File: src/rtl/csm_pkg.sv
// csm_pkg: shared widths, register and mode codes, and fixed-point helpers
// for the control surface mixer with slew limiting.
// No dependencies; imported by csm_mix, csm_slew and the top level.
`default_nettype none

package csm_pkg;

  // fixed-point formats
  localparam int ANGLE_FRAC_BITS = 16;
  localparam int CMD_FRAC_BITS   = 14;

  // port field widths
  localparam int CMD_W     = 16;
  localparam int US_W      = 20;
  localparam int OUT_DEG_W = 10;
  localparam int MASK_W    = 5;
  localparam int RATE_W    = 12;
  localparam int MODE_W    = 2;
  localparam int INV_W     = 4;
  localparam int PACK_W    = 32;
  localparam int BYTE_W    = 8;
  localparam int CFG_IDX_W = 3;
  localparam int CFG_DAT_W = 32;

  // internal datapath widths
  localparam int MIX_W = CMD_W + 1;               // sum or difference of two commands
  localparam int PRD_W = MIX_W + BYTE_W + 1;      // command times unsigned byte
  localparam int DEG_W = BYTE_W + 3;              // neutral plus signed deflection
  localparam int ANG_W = OUT_DEG_W + ANGLE_FRAC_BITS;

  // slew step: prod * 2^ANGLE_FRAC_BITS / 10^6 = (prod << SLEW_SHIFT) / SLEW_DIV
  localparam int SLEW_SHIFT = ANGLE_FRAC_BITS - 6;
  localparam longint unsigned SLEW_DIV = 64'd1000000 >> 6;
  localparam int DIV_W  = $clog2(SLEW_DIV + 1);
  localparam int PROD_W = RATE_W + US_W;
  localparam int X_W    = PROD_W + SLEW_SHIFT;
  localparam int MD_W   = X_W - (DIV_W - 1);
  // reciprocal scaled by 2^(PROD_W + SLEW_SHIFT), rounded down
  localparam longint unsigned RECIP_M = (64'd1 << (PROD_W + SLEW_SHIFT)) / SLEW_DIV;
  localparam int RECIP_W = $clog2(RECIP_M + 1);
  localparam int RECIP_SHIFT = PROD_W;
  localparam logic [RECIP_W-1:0] RECIP_V = RECIP_W'(RECIP_M);
  localparam logic [DIV_W-1:0]   DIV_V   = DIV_W'(SLEW_DIV);

  localparam int SUM_W = ((DEG_W + ANGLE_FRAC_BITS) > (MD_W + 1) ?
                          (DEG_W + ANGLE_FRAC_BITS) : (MD_W + 1)) + 1;

  localparam logic signed [ANG_W-1:0] ANGLE_RESET = ANG_W'(90 << ANGLE_FRAC_BITS);

  // configuration register indexes
  localparam logic [CFG_IDX_W-1:0] REG_AIRFRAME_MODE = 3'd0;
  localparam logic [CFG_IDX_W-1:0] REG_DUAL_SURFACES = 3'd1;
  localparam logic [CFG_IDX_W-1:0] REG_SLEW_RATE     = 3'd2;
  localparam logic [CFG_IDX_W-1:0] REG_INVERT_MASK   = 3'd3;
  localparam logic [CFG_IDX_W-1:0] REG_NEUTRAL       = 3'd4;
  localparam logic [CFG_IDX_W-1:0] REG_DEFLECTION    = 3'd5;

  // airframe modes
  localparam logic [MODE_W-1:0] MODE_CONV  = 2'd0;
  localparam logic [MODE_W-1:0] MODE_DELTA = 2'd1;
  localparam logic [MODE_W-1:0] MODE_VTAIL = 2'd2;

  // byte lanes of packed registers and bits of invert_mask
  localparam int LANE_PITCH = 0;
  localparam int LANE_YAW   = 1;
  localparam int LANE_LEFT  = 2;
  localparam int LANE_RIGHT = 3;

  // written mask bits
  localparam int MSK_ELEV   = 0;
  localparam int MSK_RUD    = 1;
  localparam int MSK_LEFT   = 2;
  localparam int MSK_RIGHT  = 3;
  localparam int MSK_SHARED = 4;

  // register reset values
  localparam logic [MODE_W-1:0] RST_MODE     = MODE_CONV;
  localparam logic              RST_DUAL     = 1'b1;
  localparam logic [RATE_W-1:0] RST_RATE     = 12'd500;
  localparam logic [INV_W-1:0]  RST_INV      = 4'd0;
  localparam logic [PACK_W-1:0] RST_NEUTRAL  = 32'h5A5A_5A5A;
  localparam logic [PACK_W-1:0] RST_DEFL     = 32'h5050_5050;

  // desired whole-degree angles of all servos and which of them are driven
  typedef struct packed {
    logic signed [DEG_W-1:0] elev;
    logic signed [DEG_W-1:0] rud;
    logic signed [DEG_W-1:0] left;
    logic signed [DEG_W-1:0] right;
    logic signed [DEG_W-1:0] shared;
    logic [MASK_W-1:0]       mask;
  } mix_t;

  // clamp a command to +/-1.0
  function automatic logic signed [CMD_W-1:0] csm_sat(input logic signed [CMD_W-1:0] c);
    logic signed [CMD_W-1:0] one;
    one = CMD_W'(1 << CMD_FRAC_BITS);
    if (c > one) return one;
    else if (c < -one) return -one;
    else return c;
  endfunction

  // cmd * defl scaled down, truncated toward zero; mixes get one more halving
  function automatic logic signed [DEG_W-1:0] csm_deflect(
    input logic signed [MIX_W-1:0] c,
    input logic [BYTE_W-1:0] defl,
    input logic mixed
  );
    logic signed [PRD_W-1:0] p;
    logic signed [PRD_W-1:0] bias;
    logic signed [PRD_W-1:0] q;
    p = PRD_W'(c) * PRD_W'($signed({1'b0, defl}));
    if (p < 0) begin
      bias = mixed ? PRD_W'((1 << (CMD_FRAC_BITS + 1)) - 1) : PRD_W'((1 << CMD_FRAC_BITS) - 1);
    end else begin
      bias = '0;
    end
    q = mixed ? ((p + bias) >>> (CMD_FRAC_BITS + 1)) : ((p + bias) >>> CMD_FRAC_BITS);
    return q[DEG_W-1:0];
  endfunction

  // neutral plus or minus a deflection
  function automatic logic signed [DEG_W-1:0] csm_place(
    input logic [BYTE_W-1:0] n,
    input logic signed [DEG_W-1:0] v,
    input logic neg
  );
    logic signed [DEG_W-1:0] ns;
    ns = signed'(DEG_W'(n));
    return neg ? (ns - v) : (ns + v);
  endfunction

endpackage

`default_nettype wire

File: src/rtl/csm_mix.sv
// csm_mix: command saturation and airframe mixing into desired servo angles.
// Combinational; depends on csm_pkg.
`default_nettype none

module csm_mix (
  input  logic signed [csm_pkg::CMD_W-1:0]  roll_cmd,
  input  logic signed [csm_pkg::CMD_W-1:0]  pitch_cmd,
  input  logic signed [csm_pkg::CMD_W-1:0]  yaw_cmd,
  input  logic [csm_pkg::MODE_W-1:0]        airframe_mode,
  input  logic                              dual_surfaces,
  input  logic [csm_pkg::INV_W-1:0]         invert_mask,
  input  logic [csm_pkg::PACK_W-1:0]        neutral_packed,
  input  logic [csm_pkg::PACK_W-1:0]        deflection_packed,
  output csm_pkg::mix_t                     mix
);
  import csm_pkg::*;

  logic signed [CMD_W-1:0] roll_s, pitch_s, yaw_s;
  logic signed [MIX_W-1:0] lmix, rmix, lop;
  logic                    conv;
  logic signed [DEG_W-1:0] dp, dy, dl, dr;
  logic [BYTE_W-1:0]       n_p, n_y, n_l, n_r;

  assign roll_s  = csm_sat(roll_cmd);
  assign pitch_s = csm_sat(pitch_cmd);
  assign yaw_s   = csm_sat(yaw_cmd);
  assign conv    = (airframe_mode == MODE_CONV);

  assign n_p = neutral_packed[LANE_PITCH*BYTE_W +: BYTE_W];
  assign n_y = neutral_packed[LANE_YAW*BYTE_W +: BYTE_W];
  assign n_l = neutral_packed[LANE_LEFT*BYTE_W +: BYTE_W];
  assign n_r = neutral_packed[LANE_RIGHT*BYTE_W +: BYTE_W];

  always_comb begin
    if (airframe_mode == MODE_DELTA) begin
      lmix = MIX_W'(pitch_s) - MIX_W'(roll_s);
      rmix = MIX_W'(pitch_s) + MIX_W'(roll_s);
    end else begin
      lmix = MIX_W'(pitch_s) + MIX_W'(yaw_s);
      rmix = MIX_W'(pitch_s) - MIX_W'(yaw_s);
    end
  end

  // left lane carries roll in conventional mode, the left mix otherwise
  assign lop = conv ? MIX_W'(roll_s) : lmix;

  assign dp = csm_deflect(MIX_W'(pitch_s),
                          deflection_packed[LANE_PITCH*BYTE_W +: BYTE_W], 1'b0);
  assign dy = csm_deflect(MIX_W'(yaw_s),
                          deflection_packed[LANE_YAW*BYTE_W +: BYTE_W], 1'b0);
  assign dl = csm_deflect(lop, deflection_packed[LANE_LEFT*BYTE_W +: BYTE_W], !conv);
  assign dr = csm_deflect(rmix, deflection_packed[LANE_RIGHT*BYTE_W +: BYTE_W], 1'b1);

  always_comb begin
    mix        = '0;
    mix.elev   = csm_place(n_p, dp, invert_mask[LANE_PITCH]);
    mix.rud    = csm_place(n_y, dy, invert_mask[LANE_YAW]);
    mix.left   = csm_place(n_l, dl, invert_mask[LANE_LEFT]);
    mix.shared = csm_place(n_l, dl, invert_mask[LANE_LEFT]);
    unique case (airframe_mode)
      MODE_CONV: begin
        // right aileron is reversed unless its own invert flag undoes it
        mix.right = csm_place(n_r, dl, !invert_mask[LANE_RIGHT]);
        mix.mask[MSK_ELEV]   = 1'b1;
        mix.mask[MSK_RUD]    = 1'b1;
        mix.mask[MSK_LEFT]   = dual_surfaces;
        mix.mask[MSK_RIGHT]  = dual_surfaces;
        mix.mask[MSK_SHARED] = !dual_surfaces;
      end
      MODE_DELTA, MODE_VTAIL: begin
        mix.right = csm_place(n_r, dr, invert_mask[LANE_RIGHT]);
        mix.mask[MSK_LEFT]  = 1'b1;
        mix.mask[MSK_RIGHT] = 1'b1;
      end
      default: begin
        mix.right = csm_place(n_r, dr, invert_mask[LANE_RIGHT]);
      end
    endcase
  end

endmodule

`default_nettype wire

File: config.mk
export PLATFORM = sky130hd
export DESIGN_NAME = csm_mix
export DESIGN_NICKNAME = d
export VERILOG_FILES = /design/src/rtl/csm_pkg.sv /design/src/rtl/csm_mix.sv
export SDC_FILE = /design/constraint.sdc
export NUM_CORES = 2
export LEC_CHECK = 0
export BUFFER_PORTS_ARGS = -buffer_cell sky130_fd_sc_hd__buf_2
export CAP_MARGIN = 20
export CORE_ASPECT_RATIO = 1.2
export CORE_MARGIN = 4
export CORE_UTILIZATION = 29
export DETAILED_ROUTE_END_ITERATION = 16
export PLACE_DENSITY = 0.4
export SLEW_MARGIN = 0
export SYNTH_ARGS = -nofsm -noshare
export SYNTH_HDL_FRONTEND = slang
export SYNTH_SLANG_ARGS = --single-unit
File: constraint.sdc
create_clock -name vclk -period 20.5
set_input_delay 1.025 -clock vclk [all_inputs]
set_output_delay 1.025 -clock vclk [all_outputs]
set_load 0.05 [all_outputs]
== Yosys cells after proc, flatten, opt, wreduce, memory -nomap -nowiden ==
Cells that the tools add are included.
Word-level totals
  flip-flop bits (word level): 0
  memory bits (read-only): 0
  output and inout port bits: 60
  word-level logic and storage cells: 61
  memories kept: 0
  latch bits: 0
  bits in writable memories: 0
  bits of input ports: 119
Cells by class
  mux-type cells: 24
  $lt $le $gt $ge: 10
  bitwise logic cells: 0
  div/mod/pow operators: 0
  shift operators: 0
  multiply operators: 4
  add/subtract/negate cells: 18
  eq/ne operators: 2
  reductions and logical operators: 3
Operator list (number)
  2-to-1 mux 16 bit: 6
  2-to-1 mux 11 bit: 7
  adder 9 x 11 -> 11 bit: 5
  subtractor 9 x 11 -> 11 bit: 5
  adder 26 x 16 -> 26 bit: 2
  < comparator 26 x 1 -> 1 bit (second input constant): 2
  multiplier 17 x 9 -> 26 bit: 2
  2-to-1 mux 17 bit: 3
  adder 25 x 15 -> 25 bit: 2
  < comparator 25 x 1 -> 1 bit (second input constant): 2
  multiplier 16 x 9 -> 25 bit: 2
  > comparator 16 bit (second input constant): 3
  < comparator 16 x 15 -> 1 bit (second input constant): 3
  2-to-1 mux 15 bit: 3
  adder 16 x 16 -> 17 bit: 2
  subtractor 16 x 16 -> 17 bit: 2
  2-to-1 mux 14 bit: 2
  one-hot mux 2 bit (2 select lines): 1
  == test 2 x 1 -> 1 bit (second input constant): 1
  == test 2 bit (second input constant): 1
  logical NOT 2 bit: 1
  2-to-1 mux 2 bit: 1
  OR reduction 2 bit: 1
  logical NOT 1 bit: 1
  2-to-1 mux 1 bit: 1

== Depth between registers and ports, before layout ==
  word-level depth: 14
  mapped depth: 74
  depth with buffers taken out: 72

== Least setup slack after synthesis ==
Ideal clock, no wire load.
  kind: input to output
  from: input port yaw_cmd[8] (netlist name)
  to: output port mix[25] (netlist name)
  data arrival time: 15.413 ns
  path buffers: 1
  cell stages on the path: 69
  data required time: 19.475 ns
  path slack: 4.062 ns
  cells stage by stage: nor4_1 > nand4_2 > or3_1 > a21oi_1 > nand2_1 > ha_1 > clkbuf_1 > xor2_1 > o21a_1 > ha_1 > inv_1 > nor2_1 > nor2_1 > o21bai_1 > a21oi_1 > o21bai_1 > a21oi_1 > o21bai_1 > (+33 left out) > mux2i_1 > o21ai_0 > ha_1 > or4_1 > nand3b_1 > and3_1 > a211oi_4 > xor2_1 > nor2_1 > a31o_2 > ha_1 > a21oi_1 > o21bai_1 > a21oi_1 > inv_1 > a21oi_1 > nor2_1 > xnor2_1
RTL lines
  from (decl): line csm_mix.sv:8  | input logic signed [csm_pkg::CMD_W-1:0] yaw_cmd,
  to (decl): line csm_mix.sv:14  | output csm_pkg::mix_t mix

==> results.rst <==
.. list-table::
   :header-rows: 1

   * - Metric
     - Value
   * - Run status
     - finished clean
   * - Largest family of logic cells by synthesized area
     - adder cells
   * - Total stage count of the critical path
     - 70
   * - Ys Warns
     - 0
   * - Transition time at the pin with the least slew margin
     - 1.11 ns
   * - First-iteration detailed-routing DRC count
     - 729
   * - Gr busiest metal
     - met2
   * - Total routing resource utilization after global routing
     - 0.161
   * - Fraction of the mapped netlist area in adder cells
     - 0.466
   * - Fin. Hold Viols
     - 0
   * - Routability-driven placement congestion ratio
     - 0.811
   * - Yosys cell types
     - 94
   * - Post-route fraction of the period consumed by the critical path
     - 0.908
   * - Total cell area at the placement stage
     - 29000 µm²
   * - Global-route met1 utilization
     - 0.218
   * - Data arrival time at the worst-slack endpoint
     - 17.59 ns
   * - Hold WS
     - 2.37 ns
   * - Initial core utilization
     - 0.292
   * - Via count of the first global-routing pass
     - 23600
   * - Sequential cell count
     - 0
   * - First-pass GRT wire length
     - 129000 µm
   * - CTS Hold Buffers Added
     - 0
   * - Top-level I/O count
     - 179
   * - Vias after detailed routing
     - 22000
   * - Slowest cell on the critical path
     - or4_1
   * - Number of clock buffer instances in the layout
     - 0
   * - Standard-cell rows
     - 122
   * - Complex-gate fraction of the synthesized area
     - 0.135
   * - Worst path buffer plus inverter count
     - 8
   * - Detail Route Antenna Nets
     - 0
   * - Worst hold path stage count
     - 3
   * - Slowest stage delay, CP
     - 0.58 ns
   * - Fraction of final layout cells with drive strength greater than 1
     - 0.0745
   * - Die outline area
     - 97600 µm²
   * - Area growth from synthesis to layout
     - 7.86%
   * - Post-synthesis instance total
     - 3373
   * - Final core utilization
     - 0.315
   * - Detail-routed via count per cell
     - 4.70
   * - Most frequent cells in the layout
     - inv_1, fa_1, ha_1, nand2_1, and2_1
   * - Sequential element share of the synthesized area
     - 0
   * - Max capacitance violation total
     - 0
   * - Req. time, crit path
     - 19.48 ns
   * - Number of gates given a new drive strength after cts
     - 0
   * - Class of the worst hold path
     - primary input to output pin
   * - Slew Viols, Final
     - 0
   * - Top Family by Delay on Critical Path
     - compound AO/OA/AOI/OAI gates
   * - Fraction of the mapped netlist area in simple logic gates
     - 0.199
   * - Number of nets produced by synthesis
     - 4242
   * - Category of the most critical setup path
     - primary input to output pin
   * - Average wire length per cell after detail routing
     - 16.8 µm
   * - Leading cell type in the layout, fill and taps excluded
     - inv_1
   * - Die X
     - 286 µm
   * - Multiplexer fraction of the synthesized cell area
     - 0.00554
   * - Sequential Area
     - 0 µm²
   * - Worst-path maximum fanout
     - 89
   * - TNS Setup
     - 0 ns
   * - Largest net degree at the start of global routing
     - 90
   * - Global-route track usage on met3
     - 0.00540
   * - Relative slew slack
     - 0.252
   * - Total wire length
     - 78900 µm
   * - Minimum clock period
     - 18.61 ns
   * - Initial antenna violation count
     - 6
   * - Fillers
     - 10100
   * - Chip Height
     - 341 µm
   * - Total Nets Final
     - 4319
   * - CORE AREA
     - 92000 µm²
   * - Final setup viols
     - 0
   * - Startpoint types
     - primary input
   * - XOR/XNOR Fraction of Synth Area
     - 0.0825
   * - Summed instance area of the synthesized netlist
     - 26900 µm²
   * - Post-route standard cell area excluding fillers
     - 29000 µm²
   * - Post-synthesis average cell area
     - 7.96 µm²
   * - Drt drc
     - 0
   * - Overall overflow remaining after global route
     - 0
   * - Fraction of met2 tracks used by global routing
     - 0.292
   * - Number of setup buffers added after CTS
     - 0
   * - Port Buffers
     - 179
   * - Area used by multi-input combinational logic
     - 23900 µm²
   * - RSZ-0062 raised after global routing
     - false
   * - Highest attainable clock frequency
     - 0.0537 GHz
   * - Critical Path Sink Type
     - output pin
   * - HPWL after detailed placement
     - 69000 µm
   * - Pre-antenna DRT Iters
     - 5
layout make-up:
class / instances / area share
repair buffers: 200 / 0.0364
well taps: 1240 / 0.0535
diodes: 3 / 0.000259
inverters: 660 / 0.0855
multi-input cells: 2588 / 0.824
synth_stat cells (15+ instances only):
cell type / number / share of area
a31oi_1: 15 / 0.0035
nand2b_1: 23 / 0.0054
xnor2_1: 165 / 0.054
nor3_1: 33 / 0.0061
o21bai_1: 59 / 0.016
nand2_1: 320 / 0.045
o21a_1: 18 / 0.0050
fa_1: 417 / 0.31
a21o_1: 50 / 0.014
inv_1: 659 / 0.092
and3_1: 150 / 0.035
a21oi_1: 168 / 0.031
nor2b_1: 41 / 0.0095
o21ai_0: 75 / 0.014
nor2_1: 125 / 0.017
a211oi_1: 21 / 0.0059
xor2_1: 85 / 0.028
nand3_1: 48 / 0.0089
clkbuf_1: 100 / 0.014
and2_1: 191 / 0.044
buf_4: 15 / 0.0042
ha_1: 333 / 0.16
path summary, 6_finish.rpt:
| kind | endpoint | startpoint | slack [ns] |
|---|---|---|---|
| max | mix[26] | yaw_cmd[2] | 1.89 |
| min | mix[4] | dual_surfaces | 2.37 |
metal layers:
| metal | up-vias | part of all wire | wire [µm] |
|---|---|---|---|
| met4 | 0 | 0.016 | 1300 |
| met2 | 270 | 0.49 | 38900 |
| met5 | - | 0 | 0 |
| met1 | 10700 | 0.47 | 37100 |
| met3 | 46 | 0.020 | 1600 |
| li1 | 11000 | - | - |
through the flow:
stage          setup WS (ns)  cells
6_report                1.89   4691
5_1_grt                0.581   4688
2_1_floorplan           4.06   3373
3_3_place_gp            1.76   4688
4_1_cts                 1.76   4688
3_5_place_dp            1.79   4688
logic make-up (layout without fill, tap and decap cells):
family / Yosys count / in the layout
simple gates: 1029 / 1029
buf+inv: 785 / 860
fa+ha+maj: 750 / 750
compound gates: 544 / 544
xor+xnor: 251 / 251
mux: 14 / 14
other cells: 0 / 3
Power is not shown: default switching activity piles up to over one toggle a cycle in this logic, so the estimate is an artifact.
