## config.mk

```make
export PLATFORM = sky130hd
export DESIGN_NAME = csm_slew
export DESIGN_NICKNAME = d
export VERILOG_FILES = /design/src/rtl/csm_pkg.sv /design/src/rtl/csm_slew.sv
export SDC_FILE = /design/constraint.sdc
export NUM_CORES = 1
export LEC_CHECK = 0
export BUFFER_PORTS_ARGS = -buffer_cell sky130_fd_sc_hd__buf_2
export CORE_ASPECT_RATIO = 1.2
export CORE_MARGIN = 10
export CORE_UTILIZATION = 55
export DETAILED_ROUTE_END_ITERATION = 7
export MAX_ROUTING_LAYER = met4
export PLACE_DENSITY_LB_ADDON = 0.1
export SYNTH_ARGS = -nofsm -noshare
export SYNTH_HDL_FRONTEND = slang
export SYNTH_SLANG_ARGS = --single-unit
```

## constraint.sdc

```tcl
create_clock -name vclk -period 14.4
set_input_delay 2.88 -clock vclk [all_inputs]
set_output_delay 2.88 -clock vclk [all_outputs]
set_load 0.005 [all_outputs]
```

## src/rtl/csm_pkg.sv

```systemverilog
// csm_pkg: shared widths, register and mode codes, and fixed-point helpers
// for the control surface mixer with slew limiting.
// No dependencies; imported by csm_mix, csm_slew and the top level.
`default_nettype none

package csm_pkg;

  // fixed-point formats
  localparam int ANGLE_FRAC_BITS = 16;
  localparam int CMD_FRAC_BITS   = 14;

  // port field widths
  localparam int CMD_W     = 16;
  localparam int US_W      = 20;
  localparam int OUT_DEG_W = 10;
  localparam int MASK_W    = 5;
  localparam int RATE_W    = 12;
  localparam int MODE_W    = 2;
  localparam int INV_W     = 4;
  localparam int PACK_W    = 32;
  localparam int BYTE_W    = 8;
  localparam int CFG_IDX_W = 3;
  localparam int CFG_DAT_W = 32;

  // internal datapath widths
  localparam int MIX_W = CMD_W + 1;               // sum or difference of two commands
  localparam int PRD_W = MIX_W + BYTE_W + 1;      // command times unsigned byte
  localparam int DEG_W = BYTE_W + 3;              // neutral plus signed deflection
  localparam int ANG_W = OUT_DEG_W + ANGLE_FRAC_BITS;

  // slew step: prod * 2^ANGLE_FRAC_BITS / 10^6 = (prod << SLEW_SHIFT) / SLEW_DIV
  localparam int SLEW_SHIFT = ANGLE_FRAC_BITS - 6;
  localparam longint unsigned SLEW_DIV = 64'd1000000 >> 6;
  localparam int DIV_W  = $clog2(SLEW_DIV + 1);
  localparam int PROD_W = RATE_W + US_W;
  localparam int X_W    = PROD_W + SLEW_SHIFT;
  localparam int MD_W   = X_W - (DIV_W - 1);
  // reciprocal scaled by 2^(PROD_W + SLEW_SHIFT), rounded down
  localparam longint unsigned RECIP_M = (64'd1 << (PROD_W + SLEW_SHIFT)) / SLEW_DIV;
  localparam int RECIP_W = $clog2(RECIP_M + 1);
  localparam int RECIP_SHIFT = PROD_W;
  localparam logic [RECIP_W-1:0] RECIP_V = RECIP_W'(RECIP_M);
  localparam logic [DIV_W-1:0]   DIV_V   = DIV_W'(SLEW_DIV);

  localparam int SUM_W = ((DEG_W + ANGLE_FRAC_BITS) > (MD_W + 1) ?
                          (DEG_W + ANGLE_FRAC_BITS) : (MD_W + 1)) + 1;

  localparam logic signed [ANG_W-1:0] ANGLE_RESET = ANG_W'(90 << ANGLE_FRAC_BITS);

  // configuration register indexes
  localparam logic [CFG_IDX_W-1:0] REG_AIRFRAME_MODE = 3'd0;
  localparam logic [CFG_IDX_W-1:0] REG_DUAL_SURFACES = 3'd1;
  localparam logic [CFG_IDX_W-1:0] REG_SLEW_RATE     = 3'd2;
  localparam logic [CFG_IDX_W-1:0] REG_INVERT_MASK   = 3'd3;
  localparam logic [CFG_IDX_W-1:0] REG_NEUTRAL       = 3'd4;
  localparam logic [CFG_IDX_W-1:0] REG_DEFLECTION    = 3'd5;

  // airframe modes
  localparam logic [MODE_W-1:0] MODE_CONV  = 2'd0;
  localparam logic [MODE_W-1:0] MODE_DELTA = 2'd1;
  localparam logic [MODE_W-1:0] MODE_VTAIL = 2'd2;

  // byte lanes of packed registers and bits of invert_mask
  localparam int LANE_PITCH = 0;
  localparam int LANE_YAW   = 1;
  localparam int LANE_LEFT  = 2;
  localparam int LANE_RIGHT = 3;

  // written mask bits
  localparam int MSK_ELEV   = 0;
  localparam int MSK_RUD    = 1;
  localparam int MSK_LEFT   = 2;
  localparam int MSK_RIGHT  = 3;
  localparam int MSK_SHARED = 4;

  // register reset values
  localparam logic [MODE_W-1:0] RST_MODE     = MODE_CONV;
  localparam logic              RST_DUAL     = 1'b1;
  localparam logic [RATE_W-1:0] RST_RATE     = 12'd500;
  localparam logic [INV_W-1:0]  RST_INV      = 4'd0;
  localparam logic [PACK_W-1:0] RST_NEUTRAL  = 32'h5A5A_5A5A;
  localparam logic [PACK_W-1:0] RST_DEFL     = 32'h5050_5050;

  // desired whole-degree angles of all servos and which of them are driven
  typedef struct packed {
    logic signed [DEG_W-1:0] elev;
    logic signed [DEG_W-1:0] rud;
    logic signed [DEG_W-1:0] left;
    logic signed [DEG_W-1:0] right;
    logic signed [DEG_W-1:0] shared;
    logic [MASK_W-1:0]       mask;
  } mix_t;

  // clamp a command to +/-1.0
  function automatic logic signed [CMD_W-1:0] csm_sat(input logic signed [CMD_W-1:0] c);
    logic signed [CMD_W-1:0] one;
    one = CMD_W'(1 << CMD_FRAC_BITS);
    if (c > one) return one;
    else if (c < -one) return -one;
    else return c;
  endfunction

  // cmd * defl scaled down, truncated toward zero; mixes get one more halving
  function automatic logic signed [DEG_W-1:0] csm_deflect(
    input logic signed [MIX_W-1:0] c,
    input logic [BYTE_W-1:0] defl,
    input logic mixed
  );
    logic signed [PRD_W-1:0] p;
    logic signed [PRD_W-1:0] bias;
    logic signed [PRD_W-1:0] q;
    p = PRD_W'(c) * PRD_W'($signed({1'b0, defl}));
    if (p < 0) begin
      bias = mixed ? PRD_W'((1 << (CMD_FRAC_BITS + 1)) - 1) : PRD_W'((1 << CMD_FRAC_BITS) - 1);
    end else begin
      bias = '0;
    end
    q = mixed ? ((p + bias) >>> (CMD_FRAC_BITS + 1)) : ((p + bias) >>> CMD_FRAC_BITS);
    return q[DEG_W-1:0];
  endfunction

  // neutral plus or minus a deflection
  function automatic logic signed [DEG_W-1:0] csm_place(
    input logic [BYTE_W-1:0] n,
    input logic signed [DEG_W-1:0] v,
    input logic neg
  );
    logic signed [DEG_W-1:0] ns;
    ns = signed'(DEG_W'(n));
    return neg ? (ns - v) : (ns + v);
  endfunction

endpackage

`default_nettype wire

```

## src/rtl/csm_slew.sv

```systemverilog
// csm_slew: clamps one surface's desired angle to within a step of its last
// angle and gives the whole-degree value; combinational, depends on csm_pkg.
`default_nettype none

module csm_slew (
  input  logic signed [csm_pkg::ANG_W-1:0]     last_angle,
  input  logic signed [csm_pkg::DEG_W-1:0]     desired,
  input  logic [csm_pkg::MD_W-1:0]             max_step,
  output logic signed [csm_pkg::ANG_W-1:0]     angle_nxt,
  output logic signed [csm_pkg::OUT_DEG_W-1:0] deg
);
  import csm_pkg::*;

  localparam logic signed [ANG_W-1:0] FRAC_ONES = ANG_W'((1 << ANGLE_FRAC_BITS) - 1);

  logic signed [SUM_W-1:0] lo, hi, d, d_c;
  logic signed [ANG_W-1:0] res, bias, whole;

  assign lo = SUM_W'(last_angle) - signed'(SUM_W'(max_step));
  assign hi = SUM_W'(last_angle) + signed'(SUM_W'(max_step));
  assign d  = SUM_W'(desired) <<< ANGLE_FRAC_BITS;

  always_comb begin
    priority if (d < lo) begin
      d_c = lo;
    end else if (d > hi) begin
      d_c = hi;
    end else begin
      d_c = d;
    end
  end

  // clamped value lies between last and desired, so it stays in range
  assign res       = d_c[ANG_W-1:0];
  assign angle_nxt = res;

  // whole degrees, truncated toward zero
  assign bias  = (res < 0) ? FRAC_ONES : '0;
  assign whole = (res + bias) >>> ANGLE_FRAC_BITS;
  assign deg   = whole[OUT_DEG_W-1:0];

endmodule

`default_nettype wire

```

* Yosys cells after proc, flatten, opt, wreduce, memory -nomap -nowiden
Cells that the tools add are included.
W data, S select, Z words.
** Word-level totals
- ROM bits :: 0
- Bits in latches :: 0
- Memory bits (writable) :: 0
- Output and inout bits :: 36
- Memories :: 0
- Input port bits :: 66
- Word-level logic and storage cells :: 9
- Register bits after elaboration :: 0
** Cells by class
- Equal/unequal tests :: 0
- Multiply operators :: 0
- Multiplexer cells :: 3
- Divide/modulo/power cells :: 0
- Add/sub/neg operators :: 3
- Bitwise operators :: 0
- Magnitude comparators :: 3
- Shifts and indexed selects :: 0
- Reductions and logical operators :: 0
** Operator list (number)
- $mux W26 :: 2
- $add A26 B30 Y31 :: 1
- $gt A27 B31 Y1 :: 1
- $lt A27 B31 Y1 :: 1
- $sub A26 B30 Y31 :: 1
- $add A26 B17 Y26 :: 1
- $lt A26 B1 Y1 const B :: 1
- $mux W16 :: 1

* Depth between registers and ports, before layout
Gate-level depths: netlist of run 1.
- Word-level depth :: 7
- Depth in mapped cells :: 44
- Depth with buffers taken out :: 40

* Worst setup path after synthesis of run 1
OpenSTA, ideal clock, no wires.
- Path kind :: input port to output port
- Start :: input last_angle[0] in the netlist's numbering
- End :: output deg[5] in the netlist's numbering
- Required time :: 11.520 ns
- Setup slack :: 0.569 ns
- Cell stages on the path :: 40
- Data arrival time :: 10.951 ns
- Path buffers :: 3
- Cells stage by stage :: inv_1 ha_1 inv_1 fa_1 a21o_1 and4_4 o311ai_0 nand3b_1 o221ai_1 a21oi_1 a21oi_1 o21bai_1 a21o_1 a21oi_1 o21bai_1 a21oi_1 o22ai_1 ha_1 [... 4 more ...] o2111ai_1 o2111ai_1 o21ai_2 buf_2 clkbuf_1 mux2i_1 ha_1 a21oi_1 nor2b_1 o21ai_0 nand2b_1 a2111oi_0 nand2_1 o211a_4 and3_1 clkbuf_1 a31oi_1 a31oi_1
** Between the ends
- Longest elaborated chain between the ends :: 7
- Elaborated cells on any way between the ends :: 9
- Those cells by class :: add/sub: 3; order compare: 3; mux: 3
** RTL lines
- from (decl) :: RTL line csm_slew.sv:6 : input logic signed [csm_pkg::ANG_W-1:0] last_angle,
- $add A26 B30 Y31 :: RTL line csm_slew.sv:20 : assign hi = SUM_W'(last_angle) + signed'(SUM_W'(max_step));
- $gt A27 B31 Y1 :: RTL line csm_slew.sv:26 : end else if (d > hi) begin
- $mux W26 :: RTL line csm_slew.sv:26
- $mux W26 (*) :: RTL line csm_slew.sv:24 : priority if (d < lo) begin
- via angle_nxt, one bit :: RTL line csm_slew.sv:9 : output logic signed [csm_pkg::ANG_W-1:0] angle_nxt,
- $lt A26 B1 Y1 (*) :: RTL line csm_slew.sv:38 : assign bias = (res < 0) ? FRAC_ONES : '0;
- $mux W16 (*) :: RTL line csm_slew.sv:38
- $add A26 B17 Y26 (*) :: RTL line csm_slew.sv:39 : assign whole = (res + bias) >>> ANGLE_FRAC_BITS;
- to (decl) :: RTL line csm_slew.sv:10 : output logic signed [csm_pkg::OUT_DEG_W-1:0] deg
The timed path passes the listed nets; every way through them passes the cells marked *.

* Worst setup path after layout of run 1
- Start :: input max_step[1] in the netlist's numbering
- End :: output deg[5] in the netlist's numbering
** Between the ends
- Longest elaborated chain between the ends :: 7
- Elaborated cells on any way between the ends :: 9
- Those cells by class :: add/sub: 3; order compare: 3; mux: 3
** RTL lines
- from (decl) :: RTL line csm_slew.sv:8 : input logic [csm_pkg::MD_W-1:0] max_step,
- $add A26 B30 Y31 :: RTL line csm_slew.sv:20
- $gt A27 B31 Y1 :: RTL line csm_slew.sv:26
- $mux W26 :: RTL line csm_slew.sv:26
- $mux W26 (*) :: RTL line csm_slew.sv:24
- $lt A26 B1 Y1 :: RTL line csm_slew.sv:38
- $mux W16 :: RTL line csm_slew.sv:38
- $add A26 B17 Y26 (*) :: RTL line csm_slew.sv:39
Every way passes the cells marked *; elsewhere a longest branch is shown, timed or not.

==> results by stage, run 1 <==
Layout:
- The net count reported at finish is 1017.
- The top cell types in the final layout, fill and taps aside, are ha_1, buf_2, a21oi_1, inv_1, buf_4.
- The most common library cell in the layout ignoring fill and taps is ha_1.
- Sequential cells placed in the final layout were counted as 0.
- The post-route netlist has 24.44% of its cells at a drive strength greater than 1.
- The area growth from synthesis to final layout is 19.47%.
- Across the whole layout, storage elements account for 0 µm².
- After layout, the clock buffer instance count stands at 0.
- The antenna diode instance count is 0.

Routing:
- In the routed design, unresolved DRC markers number 0.
- Wires add up to 19.41 mm.
- The residual antenna-violating net count after detailed routing is 0.
- In this run, the number of DRC markers left after iteration 0 of detailed routing was 360.
- In the routed layout, each cell is associated on average with a via count of 6.261.
- For this run, the detailed router's first-pass iteration total came to 5.
- The vias after detailed routing is 6048.
- After detailed routing, the average wire length per cell comes to 20.10 µm.

Die:
- The cell row count is 39.
- The number of top-level pins is 102.
- The initial utilization of the core area, before any placement, comes to 55.67%.
- The area of the core is 9467 µm².
- The die covers 13910 µm².
- The die height is 127.2 µm.
- The die is 109.4 µm wide.

Setup path:
- STA classifies the critical path startpoint as a primary input.
- The required time reported for the critical path endpoint is 11.52 ns.
- The endpoint kind of the worst setup timing path is an output pin.
- The largest single stage delay on the critical path is 0.52 ns.
- The master of the slowest instance on the critical path is or4_1.
- Along the worst path, the maximum fanout reaches 8.
- For the worst setup path, the data arrival time is 11.09 ns.
- The worst setup path is of the primary input to output pin kind.

Timing:
- The number of hold violations in the final report is 0.
- In the finished design, the share of the clock period the worst path needs comes to 96.98%.
- The fmax is 71.61 MHz.
- Headroom to the max-slew limit came out at 49.09%.
- The final-report setup violation count is 0.
- The max-slew violation count is 0.
- The smallest hold slack is 6.149 ns.
- The worst path in the final design needs a cycle of 13.97 ns, including I/O delays and setup.
- The pin slew with the least headroom to its limit is 0.7637 ns.
- The setup TNS is 0 ns.

Placed design:
- The number of input and output port buffers inserted is 102.
- Once detailed placement completed, the half-perimeter wirelength came to 16.31 mm.
- The routability-driven placement congestion ratio is 1.075.

Yosys:
- The per-instance average area after synthesis is 7.279 µm².
- The Yosys warning count is 0.
- The part of the Yosys area used for sequential elements is 0%.
- The number of nets in the synthesized netlist is 896.
- The post-synth design cell area is 5270 µm².
- After synthesis, the netlist uses 82 different library cells.
- Synthesis produced a netlist whose cell count is 724.

Outcome:
- The run finished with clean final reports.

Global routing:
- The overall overflow remaining after global route is 0.
- Entering global routing, the biggest net connects 37 pins.
- The global router's overall resource usage is 26.73%.
- The first global-routing pass estimated 29.84 mm of wire.
- The number of global-route vias before repair is 5984.
- The number of antenna violations at the first check in global routing is 0.

Worst hold path:
- The worst hold path class is primary input to output pin.

Run:
- The tool flagged a number of max-cap violations equal to 0.

Clock network:
- Hold repair after CTS inserted 0 buffers.

Power:
- The leakage dissipation is 3.111 nW.
- The power density over the cells is 88.05 nW/µm².
- The maximum vdd ir drop is 0.00004179 V.
==> power by group <==
part           total [W]  switching [W]  internal [W]
registers              0              0             0
logic           0.000554       0.000308      0.000247
clock network          0              0             0
total           0.000554       0.000308      0.000247
==> metrics by stage <==
stage          cell area, µm²  worst slack [ns]  total power [W]  util [%]  std cells
6_report                 6296            0.4348        0.0005544     66.51        966
5_1_grt                  6296         -0.004100        0.0006045     66.51        966
4_1_cts                  6096            0.1038        0.0005249     64.39        956
3_5_place_dp             6096            0.1299        0.0005223     64.39        956
3_3_place_gp             6096            0.3570        0.0005083     64.39        956
2_1_floorplan            5270            0.5694        0.0003339         -        724
==> worst max-delay path: cells and delay by family <==
kind | cells | cell delay [ns]
compound gates | 18 | 4.24
xor+xnor | 1 | 0.14
fa+ha+maj | 3 | 0.87
buf+inv | 5 | 0.71
simple gates | 9 | 2.21
==> logic make-up (layout without fill, tap and decap cells) <==
logic type                 after synthesis  after routing  share of synthesized area [%]
buffers and inverters                   98            215                          7.716
and+or+nand+nor                        205            205                          21.32
muxes                                   20             20                          4.464
xor gates and xnor gates                49             49                          8.143
AOI/OAI and AO/OA                      246            248                          32.91
adders and majority gates              106            106                          25.45
==> final timing paths <==
kind	cells after the start	startpoint	slack, ns	to
worst max-delay path	36	max_step[1]	0.43	deg[5]
worst min-delay path	4	desired[8]	6.15	angle_nxt[24]
==> per-layer routing <==
layer	up-vias	track usage (%)	part of all wire, %
met4	0	11.89	4.7
met3	42	2.213	4.5
met2	212	48.98	53
met1	2860	28.12	38
li1	2934	-	-
met5	-	-	0
==> Yosys cell counts (8+ instances only) <==
library cell	number	area, µm²
inv_1	63	236.5
o31ai_1	12	90.09
nand2_1	31	116.4
xnor2_1	39	341.6
clkbuf_1	19	71.32
o21ai_0	31	155.2
nor2_1	45	168.9
nand2b_1	19	118.9
a31oi_1	11	68.82
xor2_1	10	87.58
nor3_1	27	135.1
o21bai_1	16	120.1
a21o_1	28	210.2
ha_1	104	1301
a21oi_1	69	345.3
a211oi_1	9	67.56
nor2b_1	11	68.82
mux2i_1	11	110.1
nand3_1	13	65.06
or3_1	10	62.56
nor4_1	8	50.05
==> layout make-up <==
cell class,instances,area (µm²)
Fill cell,885,3171
Inverter,65,244.0
Multi-Input combinational cell,628,5002
Tap cell,123,153.9
Timing Repair Buffer,150,895.9
==> timing repair <==
item | 4_1_cts | 5_1_grt
gates resized for setup | 0 | 22
setup buffers | 0 | 8
endpoints found under the setup margin | 0 | 10
No activity file was read; power rests on OpenSTA's default activity.
==> run 2, diff against run 1 <==
--- a/config.mk
+++ b/config.mk
@@ -12,6 +12,7 @@
 export DETAILED_ROUTE_END_ITERATION = 7
 export MAX_ROUTING_LAYER = met4
 export PLACE_DENSITY_LB_ADDON = 0.1
+export REMOVE_ABC_BUFFERS = 1
 export SYNTH_ARGS = -nofsm -noshare
 export SYNTH_HDL_FRONTEND = slang
 export SYNTH_SLANG_ARGS = --single-unit
==> results by stage, run 2 (same netlist as run 1, synthesis figures left out) <==
Routing:
- In the final routed layout, each cell accounts on average for 20.56 µm.
- The length of routed met2 wiring is 9.725 mm.
- The number of DRC violations after detailed routing is 0.
- The highest layer used for signal routing is met4.
- The detailed router finished its first iteration with 477 violations.
- For this block, wires on met1 add up to 7.225 mm.
- The routed layout has 6121 vias.
- The via count normalized by instance count is 6.443.
- Summed over all layers, the routed wires come to 19.53 mm.
- The residual antenna-violating net count after detailed routing is 0.
- Wire segments on met3 add up to 1.315 mm in the final route.
- The first TritonRoute pass finished after 7 iterations.

Setup path:
- The most frequent cell on the critical path is a21oi_1.
- The master of the slowest instance on the critical path is or4_1.
- The type of element launching the critical path is a primary input.
- The maximum fanout along the worst path is 15.
- The critical path is of the primary input to output pin type.
- The required time reported for the critical path endpoint is 11.52 ns.
- STA classifies the critical path endpoint as an output pin.
- The arrival time reported for the critical path endpoint is 11.25 ns.
- The stage delay of the slowest cell on the critical path is 0.47 ns.

Timing:
- At the pin with the least slew margin, the transition time is 0.8756 ns.
- The number of hold violations in the final report was 0.
- On the final layout, the worst hold slack is 6.158 ns.
- The worst pin sits at a relative slew slack of 40.89%.
- The minimum clock period after layout is 14.13 ns.
- Static timing analysis puts the maximum clock frequency at 70.79 MHz.
- The share of the clock period used by the worst path is 98.10%.
- The max-slew violation count was 0.
- The final-report setup violation count is 0.
- The worst path meets setup with 0.2730 ns of slack.

Placed design:
- The setup slack at placement is -0.1381 ns.
- At the end of routability-driven placement, the weighted congestion stood at 1.002.
- In this run the tool buffered the top-level ports with 102 buffer cells.
- The sum of net half-perimeters after detailed placement is 16.29 mm.

Die:
- The number of top-level pins is 102.
- The floorplan step set the die width to 109.4 µm.
- The floorplan step defined a die boundary enclosing 13910 µm².
- The core region is 9467 µm².
- The cell row count is 39.
- The die height is 127.2 µm.
- Once the floorplan was initialized, standard cells occupied 55.67% of the core.

Layout:
- The count of filler cells inserted in the layout is 914.
- For this run, the post-layout net count is 1001.
- The top cell types in the final layout, fill and taps aside, are ha_1, buf_2, a21oi_1, inv_1, nor2_1.
- The sequential cells in the finished layout cover a total of 0 µm².
- Compared with the post-synthesis result, the final layout area differs by 16.38%.
- The area of the multi-input gates is 4977 µm².
- The layout cell share with drive strength beyond 1 is 22.73%.
- The repair_antennas step left the layout with diodes totalling 0.
- The design has 0 sequential cells.
- Clock buffers in the final layout number 0.

Global routing:
- The overall overflow remaining after global route is 0.
- The number of global-route vias before repair is 6062.
- The number of antenna violations at the first check in global routing is 0.
- The global router's overall resource usage is 27.26%.
- Entering global routing, the biggest net connects 20 pins.
- The first global-routing pass estimated 30.57 mm of wire.

Power:
- The worst-case IR drop observed on VDD is 0.00003152 V.
- The power density over the cells is 85.36 nW/µm².
- In this run the static leakage power is 3.025 nW.

Outcome:
- The flow ran to the end, and the final reports show no timing, DRC or antenna violations.

Clock network:
- For this design, the CTS-stage hold fixing added 0 buffers.

Worst hold path:
- The worst hold path belongs to the class primary input to output pin.

Run:
- The number of max-cap violations is 0.
run 2: cell types whose count changed in the layout (fill, tap and decap cells not counted), moves of 2 or more:
cell      previous run  this run
buf_12               2         0
a31oi_1              9         7
a31oi_2              2         4
buf_4               46        33
a211oi_2             2         0
a211oi_1             7         9
run 2: layer usage:
layer	GRT usage, %	vias to the layer above
met2	47.43	284
li1	-	2896
met1	29.03	2855
met5	-	-
met3	3.169	86
met4	15.34	0
run 2: report_power, final:
| part | internal (W) | switching, W |
|---|---|---|
| registers | 0 | 0 |
| logic | 0.000225 | 0.000298 |
| clock network | 0 | 0 |
run 2: what timing repair did:
action,4_1_cts,5_1_grt
buffers inserted,1,4
gates cloned,1,0
pin swaps,1,2
gates resized for setup,4,14
setup endpoints to repair,7,10
hold endpoints to repair,0,0
run 2: per-stage QoR:
stage	cell area (µm²)	utilization, %	TNS [ns]	total power (W)	std cells
final	6133	64.79	0	0.0005235	950
after global routing	6133	64.79	-0.04832	0.0005766	950
after CTS	6025	63.64	0	0.0005089	946
after detailed placement	5993	63.31	-0.5032	0.0005011	944
after global placement	5993	63.31	0	0.0004913	944
after floorplan	5107	-	0	0.0003266	691
run 2: worst max-delay path: cells and delay by family:
kind | cells | cell delay (ns)
compound gates | 21 | 4.56
simple gates | 10 | 2.20
fa+ha+maj | 4 | 1.21
buf+inv | 4 | 0.36
run 2: final timing paths:
kind                       from       endpoint  slack, ns  depth (start not counted)
setup / recovery  last_angle[0]         deg[5]       0.27                         39
hold / removal       desired[8]  angle_nxt[24]       6.16                          4
run 2: layout make-up:
class                      count  share of cell area, %
timing repair buffer         135                  12.36
tap                          123                  2.509
multi-input combinational    627                  81.15
inverter                      65                  3.978
==> run 3, diff against run 2 <==
--- a/config.mk
+++ b/config.mk
@@ -10,6 +10,7 @@
 export CORE_MARGIN = 10
 export CORE_UTILIZATION = 55
 export DETAILED_ROUTE_END_ITERATION = 7
+export GPL_TIMING_DRIVEN = 0
 export MAX_ROUTING_LAYER = met4
 export PLACE_DENSITY_LB_ADDON = 0.1
 export REMOVE_ABC_BUFFERS = 1
==> results by stage, run 3 (same netlist as run 1, synthesis figures left out) <==
Outcome:
- The run finished with clean final reports.

Layout:
- The area of the multi-input gates is 5121 µm².
- The area growth from synthesis to layout is 17.17%.
- The count of filler cells inserted in the layout is 893.
- The post-layout instance area is 6175 µm².
- The final layout contains a sequential cell count of 0.
- The antenna diode instance count is 0.
- The net count of the finished layout is 983.
- The most common library cell in the layout ignoring fill and taps is buf_2.
- Leaving out fill and tap cells, the most frequent cells in the layout are buf_2, ha_1, a21oi_1, inv_1, nor2_1.
- The layout cell share with drive strength beyond 1 is 23.73%.
- The layout has 0 clock buffers.
- The sequential cells in the finished layout cover a total of 0 µm².

Timing:
- Setup repair after global routing left no endpoint under its margin.
- The minimum clock period after layout is 14.01 ns.
- After layout, the worst setup slack is 0.3920 ns.
- The final critical path takes up 97.28% of the cycle.
- Headroom to the max-slew limit came out at 26.84%.
- The number of hold violations in the final report is 0.
- Setup violations remaining at the end of the flow were counted as 0.
- Timing would allow up to 71.39 MHz.
- The pin slew with the least headroom to its limit is 1.084 ns.
- The max-slew violation count is 0.

Routing:
- The number of DRC violations after detailed routing is 0.
- The wire length per cell after detailed routing is 19.73 µm.
- The wire length reported by the detailed router is 18.39 mm.
- The number of iterations in the first detailed-routing pass is 5.
- The initial DRC count is 432.
- The vias after detailed routing is 5931.
- Dividing the detail-routed via count by the number of cells gives 6.364.
- The detail route stage leaves a number of antenna-violating nets equal to 0.

Global routing:
- Summed over all layers, the global routing overflow is 0.
- Global routing used 25.73% of the available tracks.
- Entering global routing, the biggest net connects 38 pins.
- The number of global-route vias before repair is 5929.
- The wire length of the first global-routing pass is 29.12 mm.
- The number of antenna violations at the first check in global routing is 0.

Die:
- The number of top-level pins is 102.
- The floorplan step defined a die boundary enclosing 13910 µm².
- The floorplan has 39 rows.
- The floorplan step defined a core boundary enclosing 9467 µm².
- The die is 127.2 µm tall.
- The initial core utilization is 55.67%.
- The horizontal die dimension is 109.4 µm.

Worst hold path:
- The startpoint identified for the worst hold timing path is desired[8].
- The worst-case hold path end point is angle_nxt[24].
- The cell depth of the worst min-delay path is 4.
- The worst hold path class is primary input to output pin.

Placed design:
- Detailed placement ended at an HPWL of 15.03 mm.
- Port buffering added 102 buffers.
- The cell area after placement is 5814 µm².
- The setup slack at placement is -1.219 ns.
- At the end of routability-driven placement, the weighted congestion stood at 0.9617.

Setup path:
- On the critical path the largest part of the delay comes from compound AO/OA/AOI/OAI gates.
- The required time reported for the critical path endpoint is 11.52 ns.
- The slowest stage of the critical path belongs to the cell or4_1.
- In this run the worst path has a maximum fanout of 10.
- The stage delay of the slowest cell on the critical path is 0.52 ns.
- The type of element launching the critical path is a primary input.
- Data on the critical path arrives at its endpoint at 11.13 ns.
- The critical path contains buffers and inverters numbering 4 combined.
- The endpoint kind of the worst setup timing path is an output pin.
- The class of the most critical setup path is primary input to output pin.

Power:
- For this design the ratio of total power to cell area is 86.72 nW/µm².
- The analysis attributes to cell leakage a power of 2.964 nW.
- The maximum vdd ir drop is 0.00005571 V.

Run:
- The number of max-cap violations is 0.

Clock network:
- The post-cts hold buffer count is 0.
==> run 3: power breakdown <==
part           switching, W  internal, W
logic              0.000307     0.000228
registers                 0            0
clock network             0            0
==> run 3: worst max-delay path by stage <==
stage	startpoint	endpoint	slack (ns)	cells past startpoint
after detailed placement	last_angle[8]	deg[5]	-1.22	36
after global routing	last_angle[0]	deg[5]	0.01	40
final	last_angle[0]	deg[5]	0.39	39
after CTS	max_step[5]	deg[9]	0.02	38
after floorplan	last_angle[0]	deg[5]	0.58	37
after global placement	last_angle[0]	deg[5]	-2.07	39
==> run 3: layer usage <==
metal	up-vias	part of all wire [%]	global-route usage, %
met5	-	0	-
met4	0	4.5	9.969
met3	48	5.7	1.660
met2	230	50	45.71
met1	2793	39	29.10
li1	2860	-	-
==> run 3: final cells by class <==
class / instances / area share [%]
Multi-Input combinational cell: 627 / 82.94
Timing Repair Buffer: 117 / 10.56
Inverter: 65 / 4.012
Tap cell: 123 / 2.492
==> run 3: metrics by stage <==
stage               setup TNS (ns)  instances  hold WS [ns]  total power (W)  utilization, %
global route                     0        932         6.183        0.0005872           65.23
CTS                              0        923         6.139        0.0005075           62.90
finish                           0        932         6.144        0.0005355           65.23
detailed placement          -10.60        918         6.139        0.0004862           61.42
floorplan                        0        691         5.881        0.0003266               -
global placement            -19.32        916         6.150        0.0004679           60.97
==> run 3: what timing repair did <==
item	in CTS	in global routing
gates cloned	1	0
setup endpoints to repair	10	10
buffers inserted	4	9
pin swaps	3	11
resized for setup	21	27
==> run 3: worst min-delay path, cell delays in order <==
cell,delay [ns]
buf_2,0.11
nand2_1,0.06
o211ai_2,0.08
buf_2,0.12
